===== config.mk =====
export PLATFORM = sky130hd
export DESIGN_NAME = windowed_touch_velocity
export DESIGN_NICKNAME = d
export VERILOG_FILES = /design/src/sv/wtv_pkg.sv /design/src/sv/wtv_ctrl.sv /design/src/sv/wtv_dpath.sv /design/src/sv/windowed_touch_velocity.sv
export SDC_FILE = /design/constraint.sdc
export NUM_CORES = 1
export LEC_CHECK = 0
export BUFFER_PORTS_ARGS = -buffer_cell sky130_fd_sc_hd__buf_4
export CAP_MARGIN = 20
export CORE_UTILIZATION = 65
export CTS_CLUSTER_SIZE = 10
export DETAILED_ROUTE_END_ITERATION = 6
export GPL_ROUTABILITY_DRIVEN = 0
export PLACE_DENSITY = 0.88
export SYNTH_ARGS = -nofsm -noshare
export SYNTH_HDL_FRONTEND = slang
export SYNTH_SLANG_ARGS = --single-unit

===== constraint.sdc =====
create_clock -name aclk -period 9.9 [get_ports aclk]
set_clock_uncertainty 0.1 [all_clocks]
set_input_delay 0.99 -clock aclk [delete_from_list [all_inputs] [get_ports aclk]]
set_output_delay 0.99 -clock aclk [all_outputs]
set_load 0.02 [all_outputs]

===== src/sv/wtv_pkg.sv =====
// ============================================================================
// wtv_pkg: shared types and constants of the windowed touch velocity block
// Event kind codes, stream payload widths and the command and status bundles
// that connect the controller to the datapath.
// ============================================================================
package wtv_pkg;

    // Touch event kinds carried in the input tuser field.
    typedef enum logic [1:0] {
        KIND_DOWN  = 2'd0,
        KIND_MOVE  = 2'd1,
        KIND_UP    = 2'd2,
        KIND_OTHER = 2'd3
    } kind_t;

    // Field widths fixed by the stream format.
    localparam int KIND_W   = 2;
    localparam int COORD_W  = 16;
    localparam int DTIME_W  = 16;
    localparam int VEL_W    = 32;
    localparam int COUNT_W  = 3;

    // Packed payload widths, padded to whole bytes.
    localparam int S_DATA_W = 48;
    localparam int M_DATA_W = 72;

    // Commands from the controller to the datapath.
    typedef struct packed {
        logic load;       // accept an event and apply it to the history
        logic sum_step;   // add one history entry to the running sums
        logic scale;      // form scaled magnitudes and start the division
        logic div_step;   // one restoring division step on both axes
        logic finish;     // saturate and write the output register
    } wtv_cmd_t;

    // Status from the datapath back to the controller.
    typedef struct packed {
        logic sum_done;   // every held entry has been summed
        logic div_done;   // the current step is the last division step
        logic out_free;   // the output register can take a new result
    } wtv_stat_t;

endpackage


===== src/sv/wtv_ctrl.sv =====
// ============================================================================
// wtv_ctrl: sequencing controller of the windowed touch velocity block
// Walks each event through history update, summing, scaling, division and
// output, and issues one command bundle per cycle to the datapath.
// ============================================================================
module wtv_ctrl (
    input  logic              aclk,
    input  logic              aresetn,
    input  logic              s_tvalid,
    output logic              s_tready,
    input  wtv_pkg::wtv_stat_t stat,
    output wtv_pkg::wtv_cmd_t  cmd
);
    import wtv_pkg::*;

    typedef enum logic [2:0] {
        ST_IDLE,
        ST_SUM,
        ST_SCALE,
        ST_DIV,
        ST_DONE
    } state_t;

    state_t state_reg, state_next;
    logic   s_tready_reg, s_tready_next;

    // Next state and command decode.
    always_comb begin
        state_next    = state_reg;
        s_tready_next = s_tready_reg;
        cmd           = '0;
        case (state_reg)
            ST_IDLE: begin
                if (s_tvalid && s_tready_reg) begin
                    cmd.load      = 1'b1;
                    state_next    = ST_SUM;
                    s_tready_next = 1'b0;
                end
            end
            ST_SUM: begin
                if (stat.sum_done) begin
                    state_next = ST_SCALE;
                end else begin
                    cmd.sum_step = 1'b1;
                end
            end
            ST_SCALE: begin
                cmd.scale  = 1'b1;
                state_next = ST_DIV;
            end
            ST_DIV: begin
                cmd.div_step = 1'b1;
                if (stat.div_done) begin
                    state_next = ST_DONE;
                end
            end
            ST_DONE: begin
                if (stat.out_free) begin
                    cmd.finish    = 1'b1;
                    state_next    = ST_IDLE;
                    s_tready_next = 1'b1;
                end
            end
            default: begin
                state_next    = ST_IDLE;
                s_tready_next = 1'b1;
            end
        endcase
    end

    // State and registered ready.
    always_ff @(posedge aclk) begin
        if (!aresetn) begin
            state_reg    <= ST_IDLE;
            s_tready_reg <= 1'b1;
        end else begin
            state_reg    <= state_next;
            s_tready_reg <= s_tready_next;
        end
    end

    assign s_tready = s_tready_reg;

endmodule


===== src/sv/wtv_dpath.sv =====
// ============================================================================
// wtv_dpath: datapath of the windowed touch velocity block
// Holds the anchor and the delta history ring, sums the held entries one per
// cycle, scales by 16000 and divides both axes by the time sum bit-serially.
// ============================================================================
module wtv_dpath #(
    parameter int HISTORY_DEPTH = 5
) (
    input  logic                          aclk,
    input  logic                          aresetn,
    input  wtv_pkg::wtv_cmd_t             cmd,
    output wtv_pkg::wtv_stat_t            stat,
    input  logic [wtv_pkg::S_DATA_W-1:0]  s_tdata,
    input  logic [wtv_pkg::KIND_W-1:0]    s_tuser,
    output logic [wtv_pkg::M_DATA_W-1:0]  m_tdata,
    output logic                          m_tvalid,
    input  logic                          m_tready
);
    import wtv_pkg::*;

    localparam int IDX_W  = (HISTORY_DEPTH > 1) ? $clog2(HISTORY_DEPTH) : 1;
    localparam int CNT_W  = $clog2(HISTORY_DEPTH + 1);
    localparam int GROW   = $clog2(HISTORY_DEPTH);
    localparam int DX_W   = COORD_W + 1;
    localparam int SUMD_W = DX_W + GROW;
    localparam int SUMT_W = DTIME_W + GROW;
    localparam int MAG_W  = COORD_W + 14 + GROW;
    localparam int DIVC_W = $clog2(MAG_W);
    localparam int EXT_W  = ((MAG_W > VEL_W) ? MAG_W : VEL_W) + 1;
    localparam int PAD_W  = M_DATA_W - 2 * VEL_W - COUNT_W;

    // Unpacked input fields.
    kind_t               kind_in;
    logic [COORD_W-1:0]  pos_x_in;
    logic [COORD_W-1:0]  pos_y_in;
    logic [DTIME_W-1:0]  dtime_in;

    assign kind_in  = kind_t'(s_tuser);
    assign pos_x_in = s_tdata[COORD_W-1:0];
    assign pos_y_in = s_tdata[2*COORD_W-1:COORD_W];
    assign dtime_in = s_tdata[2*COORD_W+DTIME_W-1:2*COORD_W];

    // History ring, undefined until written.
    logic signed [DX_W-1:0]    hist_dx [HISTORY_DEPTH];
    logic signed [DX_W-1:0]    hist_dy [HISTORY_DEPTH];
    logic        [DTIME_W-1:0] hist_dt [HISTORY_DEPTH];
    logic                      hist_we;
    logic signed [DX_W-1:0]    new_dx, new_dy;

    // Control state.
    logic [IDX_W-1:0]   write_slot_reg, write_slot_next;
    logic [CNT_W-1:0]   filled_reg, filled_next;
    logic               anchor_valid_reg, anchor_valid_next;
    logic [CNT_W-1:0]   idx_reg, idx_next;
    logic [DIVC_W-1:0]  div_cnt_reg, div_cnt_next;
    logic               m_tvalid_reg, m_tvalid_next;

    // Payload state.
    logic [COORD_W-1:0]       anchor_x_reg, anchor_x_next;
    logic [COORD_W-1:0]       anchor_y_reg, anchor_y_next;
    logic signed [SUMD_W-1:0] sum_x_reg, sum_x_next;
    logic signed [SUMD_W-1:0] sum_y_reg, sum_y_next;
    logic [SUMT_W-1:0]        sum_t_reg, sum_t_next;
    logic [MAG_W-1:0]         num_x_reg, num_x_next;
    logic [MAG_W-1:0]         num_y_reg, num_y_next;
    logic [SUMT_W-1:0]        rem_x_reg, rem_x_next;
    logic [SUMT_W-1:0]        rem_y_reg, rem_y_next;
    logic                     neg_x_reg, neg_x_next;
    logic                     neg_y_reg, neg_y_next;
    logic [M_DATA_W-1:0]      m_tdata_reg, m_tdata_next;

    // Scaling and division helpers.
    logic [SUMD_W-1:0] abs_x, abs_y;
    logic [MAG_W-1:0]  ext_x, ext_y;
    logic [SUMT_W:0]   shift_x, shift_y, den_ext;
    logic              ge_x, ge_y;
    logic [VEL_W-1:0]  vel_x, vel_y;
    logic              empty;

    // Truncated quotient magnitude to saturated signed velocity.
    function automatic logic [VEL_W-1:0] saturate(input logic [MAG_W-1:0] q,
                                                  input logic neg);
        logic [EXT_W-1:0] qx;
        logic [VEL_W-1:0] res;
        qx = EXT_W'(q);
        if (!neg) begin
            if (qx > EXT_W'({1'b0, {(VEL_W-1){1'b1}}})) begin
                res = {1'b0, {(VEL_W-1){1'b1}}};
            end else begin
                res = qx[VEL_W-1:0];
            end
        end else begin
            if (qx > EXT_W'({1'b1, {(VEL_W-1){1'b0}}})) begin
                res = {1'b1, {(VEL_W-1){1'b0}}};
            end else begin
                res = -qx[VEL_W-1:0];
            end
        end
        return res;
    endfunction

    assign new_dx  = $signed({1'b0, pos_x_in}) - $signed({1'b0, anchor_x_reg});
    assign new_dy  = $signed({1'b0, pos_y_in}) - $signed({1'b0, anchor_y_reg});
    assign abs_x   = sum_x_reg[SUMD_W-1] ? unsigned'(-sum_x_reg) : unsigned'(sum_x_reg);
    assign abs_y   = sum_y_reg[SUMD_W-1] ? unsigned'(-sum_y_reg) : unsigned'(sum_y_reg);
    assign ext_x   = MAG_W'(abs_x);
    assign ext_y   = MAG_W'(abs_y);
    assign den_ext = {1'b0, sum_t_reg};
    assign shift_x = {rem_x_reg, num_x_reg[MAG_W-1]};
    assign shift_y = {rem_y_reg, num_y_reg[MAG_W-1]};
    assign ge_x    = (shift_x >= den_ext);
    assign ge_y    = (shift_y >= den_ext);
    assign empty   = (filled_reg == '0);
    assign vel_x   = empty ? '0 : saturate(num_x_reg, neg_x_reg);
    assign vel_y   = empty ? '0 : saturate(num_y_reg, neg_y_reg);

    // Next-value logic for every command.
    always_comb begin
        write_slot_next   = write_slot_reg;
        filled_next       = filled_reg;
        anchor_valid_next = anchor_valid_reg;
        anchor_x_next     = anchor_x_reg;
        anchor_y_next     = anchor_y_reg;
        idx_next          = idx_reg;
        div_cnt_next      = div_cnt_reg;
        sum_x_next        = sum_x_reg;
        sum_y_next        = sum_y_reg;
        sum_t_next        = sum_t_reg;
        num_x_next        = num_x_reg;
        num_y_next        = num_y_reg;
        rem_x_next        = rem_x_reg;
        rem_y_next        = rem_y_reg;
        neg_x_next        = neg_x_reg;
        neg_y_next        = neg_y_reg;
        m_tdata_next      = m_tdata_reg;
        m_tvalid_next     = m_tvalid_reg;
        hist_we           = 1'b0;

        // Apply the event to the anchor and the history ring.
        if (cmd.load) begin
            idx_next   = '0;
            sum_x_next = '0;
            sum_y_next = '0;
            sum_t_next = '0;
            case (kind_in)
                KIND_DOWN: begin
                    write_slot_next   = '0;
                    filled_next       = '0;
                    anchor_x_next     = pos_x_in;
                    anchor_y_next     = pos_y_in;
                    anchor_valid_next = 1'b1;
                end
                KIND_MOVE: begin
                    if (dtime_in != '0) begin
                        if (anchor_valid_reg) begin
                            hist_we = 1'b1;
                            if (write_slot_reg == IDX_W'(HISTORY_DEPTH - 1)) begin
                                write_slot_next = '0;
                            end else begin
                                write_slot_next = write_slot_reg + 1'b1;
                            end
                            if (filled_reg != CNT_W'(HISTORY_DEPTH)) begin
                                filled_next = filled_reg + 1'b1;
                            end
                        end
                        anchor_x_next     = pos_x_in;
                        anchor_y_next     = pos_y_in;
                        anchor_valid_next = 1'b1;
                    end
                end
                KIND_UP: begin
                    anchor_valid_next = 1'b0;
                end
                default: begin
                end
            endcase
        end

        // Accumulate one held entry per cycle.
        if (cmd.sum_step) begin
            sum_x_next = sum_x_reg + SUMD_W'(hist_dx[idx_reg[IDX_W-1:0]]);
            sum_y_next = sum_y_reg + SUMD_W'(hist_dy[idx_reg[IDX_W-1:0]]);
            sum_t_next = sum_t_reg + SUMT_W'(hist_dt[idx_reg[IDX_W-1:0]]);
            idx_next   = idx_reg + 1'b1;
        end

        // Magnitude times 16000, built as 16384 - 256 - 128.
        if (cmd.scale) begin
            num_x_next   = (ext_x << 14) - (ext_x << 8) - (ext_x << 7);
            num_y_next   = (ext_y << 14) - (ext_y << 8) - (ext_y << 7);
            neg_x_next   = sum_x_reg[SUMD_W-1];
            neg_y_next   = sum_y_reg[SUMD_W-1];
            rem_x_next   = '0;
            rem_y_next   = '0;
            div_cnt_next = DIVC_W'(MAG_W - 1);
        end

        // Restoring division, quotient bits shift into the numerator.
        if (cmd.div_step) begin
            rem_x_next   = ge_x ? SUMT_W'(shift_x - den_ext) : shift_x[SUMT_W-1:0];
            rem_y_next   = ge_y ? SUMT_W'(shift_y - den_ext) : shift_y[SUMT_W-1:0];
            num_x_next   = {num_x_reg[MAG_W-2:0], ge_x};
            num_y_next   = {num_y_reg[MAG_W-2:0], ge_y};
            div_cnt_next = div_cnt_reg - 1'b1;
        end

        // Output register: load a result, or drain on a completed transaction.
        if (cmd.finish) begin
            m_tdata_next  = {{PAD_W{1'b0}}, COUNT_W'(filled_reg), vel_y, vel_x};
            m_tvalid_next = 1'b1;
        end else if (m_tready) begin
            m_tvalid_next = 1'b0;
        end
    end

    // Control registers.
    always_ff @(posedge aclk) begin
        if (!aresetn) begin
            write_slot_reg   <= '0;
            filled_reg       <= '0;
            anchor_valid_reg <= 1'b0;
            anchor_x_reg     <= '0;
            anchor_y_reg     <= '0;
            idx_reg          <= '0;
            div_cnt_reg      <= '0;
            m_tvalid_reg     <= 1'b0;
        end else begin
            write_slot_reg   <= write_slot_next;
            filled_reg       <= filled_next;
            anchor_valid_reg <= anchor_valid_next;
            anchor_x_reg     <= anchor_x_next;
            anchor_y_reg     <= anchor_y_next;
            idx_reg          <= idx_next;
            div_cnt_reg      <= div_cnt_next;
            m_tvalid_reg     <= m_tvalid_next;
        end
    end

    // Payload registers.
    always_ff @(posedge aclk) begin
        sum_x_reg   <= sum_x_next;
        sum_y_reg   <= sum_y_next;
        sum_t_reg   <= sum_t_next;
        num_x_reg   <= num_x_next;
        num_y_reg   <= num_y_next;
        rem_x_reg   <= rem_x_next;
        rem_y_reg   <= rem_y_next;
        neg_x_reg   <= neg_x_next;
        neg_y_reg   <= neg_y_next;
        m_tdata_reg <= m_tdata_next;
    end

    // History ring write port.
    always_ff @(posedge aclk) begin
        if (hist_we) begin
            hist_dx[write_slot_reg] <= new_dx;
            hist_dy[write_slot_reg] <= new_dy;
            hist_dt[write_slot_reg] <= dtime_in;
        end
    end

    assign stat.sum_done = (idx_reg == filled_reg);
    assign stat.div_done = (div_cnt_reg == '0);
    assign stat.out_free = !m_tvalid_reg || m_tready;
    assign m_tdata       = m_tdata_reg;
    assign m_tvalid      = m_tvalid_reg;

`ifndef SYNTHESIS
    // The fill count never exceeds the ring depth.
    assert property (@(posedge aclk) disable iff (!aresetn)
        filled_reg <= CNT_W'(HISTORY_DEPTH))
        else $error("history fill count above ring depth");

    // Until the ring wraps, the write slot equals the fill count.
    assert property (@(posedge aclk) disable iff (!aresetn)
        (filled_reg == CNT_W'(HISTORY_DEPTH)) || (filled_reg == CNT_W'(write_slot_reg)))
        else $error("write slot and fill count disagree");

    // A finished result is presented on the next cycle.
    assert property (@(posedge aclk) disable iff (!aresetn)
        cmd.finish |=> m_tvalid_reg)
        else $error("finished result not presented");

    // The sum pass never reads past the held entries.
    assert property (@(posedge aclk) disable iff (!aresetn)
        cmd.sum_step |-> (idx_reg < filled_reg))
        else $error("sum pass beyond held entries");
`endif

endmodule


===== src/sv/windowed_touch_velocity.sv =====
// ============================================================================
// windowed_touch_velocity: moving window touch velocity estimator
// Keeps the last deltas of a touch track and reports its velocity per event.
// ============================================================================
// Usage:
// - The input stream carries one touch event per transaction: s_tuser holds
//   the kind (down, move, up or cancel, other), s_tdata the position and the
//   time since the previous event in sixteenths of a millisecond.
// - The output stream returns exactly one transaction per event: x and y
//   velocity in pixels per second and the number of deltas in the window.
// - The block takes no new event until the result of the current one has
//   been written to the output register; s_tready returns high together
//   with m_tvalid. The time an event occupies the block grows with N, the
//   number of deltas held after the event, and is set by the one-entry-per-
//   cycle summing pass and the bit-serial divider, one quotient bit per cycle
//   over 30 + clog2(HISTORY_DEPTH) bits.
// - Reset clears the anchor and empties the window; s_tready is high after.
// - A stalled receiver holds the result in the output register; the block
//   takes and processes one more event meanwhile and then waits until the
//   held result has been taken.
// ============================================================================
module windowed_touch_velocity #(
    parameter int HISTORY_DEPTH = 5
) (
    input  logic                          aclk,
    input  logic                          aresetn,
    input  logic                          s_tvalid,
    output logic                          s_tready,
    // [15:0] pos_x, [31:16] pos_y, [47:32] delta_time
    input  logic [wtv_pkg::S_DATA_W-1:0]  s_tdata,
    // [1:0] kind
    input  logic [wtv_pkg::KIND_W-1:0]    s_tuser,
    output logic                          m_tvalid,
    input  logic                          m_tready,
    // [31:0] vel_x, [63:32] vel_y, [66:64] sample_count, [71:67] zero
    output logic [wtv_pkg::M_DATA_W-1:0]  m_tdata
);
    import wtv_pkg::*;

    wtv_cmd_t  cmd;
    wtv_stat_t stat;

    // Sequencing controller.
    wtv_ctrl u_ctrl (
        .aclk     (aclk),
        .aresetn  (aresetn),
        .s_tvalid (s_tvalid),
        .s_tready (s_tready),
        .stat     (stat),
        .cmd      (cmd)
    );

    // History, summing and division datapath.
    wtv_dpath #(
        .HISTORY_DEPTH (HISTORY_DEPTH)
    ) u_dpath (
        .aclk     (aclk),
        .aresetn  (aresetn),
        .cmd      (cmd),
        .stat     (stat),
        .s_tdata  (s_tdata),
        .s_tuser  (s_tuser),
        .m_tdata  (m_tdata),
        .m_tvalid (m_tvalid),
        .m_tready (m_tready)
    );

endmodule


# After elaboration in Yosys (flattened, before gate mapping)
# Memories as Yosys holds them, arrays and structs flattened. A register that Yosys moved wholly into a read port is not among the register bits.
# Cells that the tools add are included.
classes:
  addsub: 19
  order_cmp: 6
  n_eq_ne: 16
  muxes: 70
  bitwise_logic: 1
  n_reduce_logical: 20
op_table:
  columns: ["op", "n"]
  rows:
  - ["$mux W32", 6]
  - ["$mux W19", 7]
  - ["$mux W33", 4]
  - ["$mux W20", 5]
  - ["$gt A33 B31 Y1 const B", 2]
  - ["$gt A33 B32 Y1 const B", 2]
  - ["$sub A33 B27 Y33", 2]
  - ["$sub A33 B28 Y33", 2]
  - ["$neg A32 Y32", 2]
  - ["$pmux W16 S2", 2]
  - ["$mux W3", 18]
  - ["$add A20 B17 Y20", 2]
  - ["$ge A20 B19 Y1", 2]
  - ["$neg A20 Y20", 2]
  - ["$sub A19 B19 Y19", 2]
  - ["$sub A16 B16 Y17", 2]
  - ["$mux W16", 2]
  - ["$add A19 B16 Y19", 1]
  - ["$mux W1", 19]
  - ["$reduce_bool A16 Y1", 1]
  - ["$pmux W3 S5", 1]
  - ["$mux W6", 2]
  - ["$pmux W3 S2", 2]
  - ["$add A3 B1 Y3 const B", 3]
  - ["other kinds (24)", 39]
word_totals:
  regBits: 285
  ramBits: 250
  input_bits: 54
  out_inout_bits: 74
  wordCells: 156
  n_memories: 3
mem_list:
  columns: ["memory", "depth", "word_bits", "rd", "rd_ports_with_merged_regs", "write_ports", "line", "rtl"]
  rows:
  - ["u_dpath.hist_dx", 5, 17, 1, 1, 1, "wtv_dpath.sv:44", "logic signed [DX_W-1:0] hist_dx [HISTORY_DEPTH];"]
  - ["u_dpath.hist_dy", 5, 17, 1, 1, 1, "wtv_dpath.sv:45", "logic signed [DX_W-1:0] hist_dy [HISTORY_DEPTH];"]
  - ["u_dpath.hist_dt", 5, 16, 1, 1, 1, "wtv_dpath.sv:46", "logic [DTIME_W-1:0] hist_dt [HISTORY_DEPTH];"]

# Logic depth before layout (Yosys ltp)
logic_depth:
  word_depth: 7
  ltp_mapped: 19
  mapped_depth_nobuf: 19

# Hierarchy
# Synthesis repeated with hierarchy kept, for this count alone.
unflattened:
  cells_unflattened: 2968
  hier_area_um2: 32616.3
modules_own_cells:
  columns: ["mod", "n_inst", "cells_per_inst", "area_per_inst_um2", "seq_area_each_um2"]
  rows:
  - ["wtv_dpath", 1, 2940, 32357.3, 15514.9]
  - ["wtv_ctrl", 1, 28, 259.0, 80.1]

# Worst setup path after synthesis
# No wires, ideal clock.
synth_timing:
  path_type: "input to register"
  start: "input port s_tvalid"
  end: "memory u_dpath.hist_dt[4][0] (enable)"
  setup_time_ns: 0.530
  arrival_ns: 5.616
  required_ns: 9.270
  slack_ns: 3.654
  path_stages: 5
  n_path_buf: 0
  cell_sequence: "nand2_1 -> nor4_1 -> nand2_1 -> or3_1 -> nor3b_1"
synth_between:
  elab_chain_cells: 6
synth_lines:
  columns: ["item", "line", "rtl"]
  rows:
  - ["start: declaration", "windowed_touch_velocity.sv:27", "input logic s_tvalid,"]
  - ["$logic_and A1 B1 Y1", "wtv_ctrl.sv:34", "if (s_tvalid && s_tready_reg) begin"]
  - ["$mux W1", "wtv_ctrl.sv:34", null]
  - ["$mux W1", "wtv_ctrl.sv:32", "case (state_reg)"]
  - ["$mux W1", "wtv_dpath.sv:140", "if (cmd.load) begin"]
  - ["$mux W1", "wtv_dpath.sv:255", "if (hist_we) begin"]
  - ["$mux W1 (implied by the code)", "wtv_dpath.sv:258", "hist_dt[write_slot_reg] <= dtime_in;"]
  - ["end: declaration", "wtv_dpath.sv:46", null]
# No other way between the ends.

# Final worst setup path
layout_timing:
  start: "register u_dpath.sum_y_reg[0]"
  end: "register u_dpath.num_y_reg[30] (data pin)"
layout_between:
  elab_chain_cells: 6
layout_lines:
  columns: ["item", "line", "rtl"]
  rows:
  - ["start: declaration", "wtv_dpath.sv:62", "logic signed [SUMD_W-1:0] sum_y_reg, sum_y_next;"]
  - ["start signal: assignment", "wtv_dpath.sv:242", "sum_y_reg <= sum_y_next;"]
  - ["$neg A20 Y20", "wtv_dpath.sv:105", "assign abs_y = sum_y_reg[SUMD_W-1] ? unsigned'(-sum_y_reg) : unsigned'(sum_y_reg);"]
  - ["$mux W20 *", "wtv_dpath.sv:105", null]
  - ["$sub A33 B28 Y33", "wtv_dpath.sv:190", "num_y_next = (ext_y << 14) - (ext_y << 8) - (ext_y << 7);"]
  - ["$sub A33 B27 Y33 *", "wtv_dpath.sv:190", null]
  - ["$mux W33 *", "wtv_dpath.sv:188", "if (cmd.scale) begin"]
  - ["$mux W33 *", "wtv_dpath.sv:199", "if (cmd.div_step) begin"]
  - ["via u_dpath.num_y_next[30]", "wtv_dpath.sv:65", "logic [MAG_W-1:0] num_y_reg, num_y_next;"]
  - ["end signal: assignment", "wtv_dpath.sv:245", "num_y_reg <= num_y_next;"]
  - ["end: declaration", "wtv_dpath.sv:65", null]
# The timed path passes the listed nets; every way through them passes the cells marked *. The select of a mux whose other input is x is not followed.
# A chain may end at the register's enable or synchronous reset.

==> impl_metrics.tcl <==
set metrics [dict create \
    area_growth_pct 10.8 \
    met3_wirelength_um 6040 \
    vias 24135 \
    post-route-min-period_ns 5.56 \
    outcome "completed" \
    drt-initial-drc-count 3268 \
    synth_edf_count 482 \
    cp_max_fo 8 \
    m1WireLength_um 30300 \
    die_h_um 224 \
    tightest_slew_ns 1.05 \
    synthFlopType "edfxtp_1" \
    worstHoldPathType "flop to flop" \
    slowest_delay_ns 0.56 \
    pin_count 128 \
    finalCritPeriodShare 0.561 \
    antenna_found_initial 0 \
    synth.distinct_cells 81 \
    multi_input_area_um2 15300 \
    ys_ff_latch 538 \
    grt_usage 0.305 \
    cp_cell_sequence "inv_1 -> ha_1 -> nand2b_1 -> or3_1 -> or4_4 -> o41ai_1 -> xnor2_1 -> fa_1 -> inv_1 -> ha_1 -> a21o_1 -> a21o_1 -> a21o_1 -> a21o_1 -> a21o_1 -> a21oi_1 -> o21ai_0 -> xnor2_1 -> a21oi_1" \
    synthArstFlopShare 0 \
    grt_overflow_total 0 \
    power_density_nw_per_um2 352 \
    clk_pin_slew_ns 0.05 \
    arrival_ns 5.77 \
    nets 3320 \
    setup_viol 0 \
    synth_area_um2 32000 \
    clockRootBuffer "clkbuf_16" \
    grt_setup_unrepaired "no" \
    ant_nets 0 \
    fin_tns_setup_ns 0 \
    clk_path_buf_depth 3 \
    first_pass_iters 6 \
    grt_pass1_wl_um 122000 \
    grt_max_degree 74 \
    rows 80 \
    fill_cells 2944 \
    die_area_um2 50100 \
    max_freq_ghz 0.180 \
    postCtsHoldBufs 0 \
    cts_buffers 66 \
    ys_warn_count 0 \
    portBuffers 122 \
    seq_area_frac_synth 0.488 \
    worst-path-buf-inv 2 \
    cap_violations 0 \
    synth_cells 2929 \
    ctsResizeCount 0 \
    cts_max_level 3 \
    synth_top_area_frac 0.453 \
    finalMaxSlewViolations 0 \
    routedWlPerCell_um 20.4 \
    finalHoldViolCount 0 \
    worst_setup_path_end_kind "flop" \
    dpl.hpwl_um 50900 \
    initial_core_util 0.664 \
    cp-start-kind "flop" \
    cts_tree "built" \
    critPathKind "flop to flop" \
    final_layout_size_suffix_gt1_frac 0.120 \
    n_antenna_cell 0 \
    routed.top_layer "met4" \
    post-cts-setup-buffers 0 \
    die_w_um 224 \
    wl_met2_um 37100 \
    critical_path_required_ns 10.11 \
    core_area_um2 48100 \
    relSlewSlack 0.298 \
    grt_pass1_vias 23610 \
    synth_top_area_cell "edfxtp_1" \
    cts_sinks 538 \
    vias_per_cell 6.47 \
    slowest_stage "fa_1" \
    insertion_delay_ns 0.61 \
    drc_errors 0 \
    ir_drop_mv 0.264 \
    ff_latch_area_um2 15600 \
    synthTopCellsByArea "edfxtp_1, ha_1, a21oi_1, mux4_2, dfxtp_1" \
    avgSynthCellArea_um2 10.9 \
    wl_um 76000 \
    cpLargestDelayFamily "compound AO/OA/AOI/OAI gates" \
    pre_cts_ws_ns 4.47 \
    p_leak_nw 13.3 \
    cpMostUsedCell "a21o_1" \
    reg.largest.list "u_dpath.hist_dx: 85 flops, u_dpath.hist_dy: 85 flops, u_dpath.hist_dt: 80 flops" \
    layout_setup_ws_ns 4.34 \
]
==> cells in the mapped netlist, drive strengths merged, types with 16 or more instances <==
library cell  count
buf              28
mux2i            34
o21a             22
a31oi            36
a21oi           239
a21o             67
nand3            45
nor4             26
clkbuf           84
and3             27
nand2b           30
o31ai            38
xor2             73
mux2             46
ha              204
nor2b            26
nand2           243
a211oi           22
nor3             74
o21ai           140
xnor2           106
o211ai           16
nand4            25
dfxtp            56
or3              48
mux4             50
or4              17
nor2            239
or2              17
fa               29
edfxtp          482
inv             174
==> layer usage <==
layer | GRT usage | up-vias
li1 | - | 11068
met1 | 0.396 | 11504
met2 | 0.516 | 1347
met3 | 0.0483 | 216
met4 | 0.117 | 0
met5 | 0 | -
==> worst min-delay path, delay by kind of cell (launching register included) <==
| family | cells | cell delay (ns) |
|---|---|---|
| flip-flops | 1 | 0.30 |
| AO/OA/AOI/OAI | 1 | 0.05 |
| AND/OR/NAND/NOR | 1 | 0.05 |
==> final timing paths <==
| kind | start | endpoint | slack (ns) | cells past startpoint |
|---|---|---|---|---|
| setup reg to reg | u_dpath.sum_y_reg[0] | u_dpath.num_y_reg[30] | 4.34 | 19 |
| hold reg to reg | u_dpath.anchor_x_reg[10] | u_dpath.anchor_x_reg[10] | 0.35 | 2 |
| setup / recovery | u_dpath.sum_y_reg[0] | u_dpath.num_y_reg[30] | 4.34 | 19 |
| hold / removal | u_dpath.anchor_x_reg[10] | u_dpath.anchor_x_reg[10] | 0.35 | 2 |
==> report_power, final <==
| part | internal [mW] | total, mW | switching, mW |
|---|---|---|---|
| Sequential | 3.23 | 3.64 | 0.405 |
| Clock | 1.27 | 2.19 | 0.920 |
| Combinational | 2.71 | 6.64 | 3.93 |
| Total | 7.22 | 12.5 | 5.26 |
==> through the flow <==
step / util / hold slack (ns) / cell area [um2] / power (mW) / instances
CTS: 0.736 / 0.355 / 35400 / 12.3 / 3729
floorplan: - / 0.336 / 32000 / 8.57 / 2933
global placement: 0.696 / 0.341 / 33500 / 9.67 / 3621
detailed placement: 0.696 / 0.347 / 33500 / 10.0 / 3621
global route: 0.736 / 0.376 / 35400 / 13.3 / 3729
finish: 0.736 / 0.352 / 35400 / 12.5 / 3729
==> layout by cell type, fill, tap and decap left out, types with 22 or more instances in the layout <==
cell         n
mux4_2      50
and3_1      26
nor2b_1     25
fa_1        29
nand2b_1    30
a211oi_1    22
xor2_1      72
a21oi_1    238
mux2_2      46
buf_4      144
ha_1       204
clkbuf_16   67
o21a_1      22
o21ai_0    134
nor3_1      72
nor4_1      26
xnor2_1    106
mux2i_1     34
nand2_1    239
edfxtp_1   482
nor2_1     235
or3_1       47
clkbuf_1    27
nand4_1     24
a31oi_1     36
o31ai_1     36
dfxtp_1     53
a21o_1      67
nand3_1     44
inv_1      173
==> final cells by class <==
class / count / share of cell area
tap: 656 / 0.0232
timing repair buffer: 144 / 0.0305
inverter: 175 / 0.0186
multi-input combinational: 2108 / 0.433
clock inverter: 11 / 0.00297
sequential: 538 / 0.440
clock buffer: 97 / 0.0513
==> cell families (layout without fill, tap and decap cells) <==
group                    count (synthesis)  after routing  synth area share
multiplexers                           130            130            0.0620
other                                    1              5          0.000117
adder cells (fa/ha/maj)                233            233            0.0980
AND/OR/NAND/NOR                        875            875             0.133
buffers and inverters                  287            427            0.0349
flip-flops                             538            538             0.488
XOR/XNOR                               179            179            0.0493
AO/OA/AOI/OAI                          686            686             0.135
No activity file was read; power rests on OpenSTA's default activity.
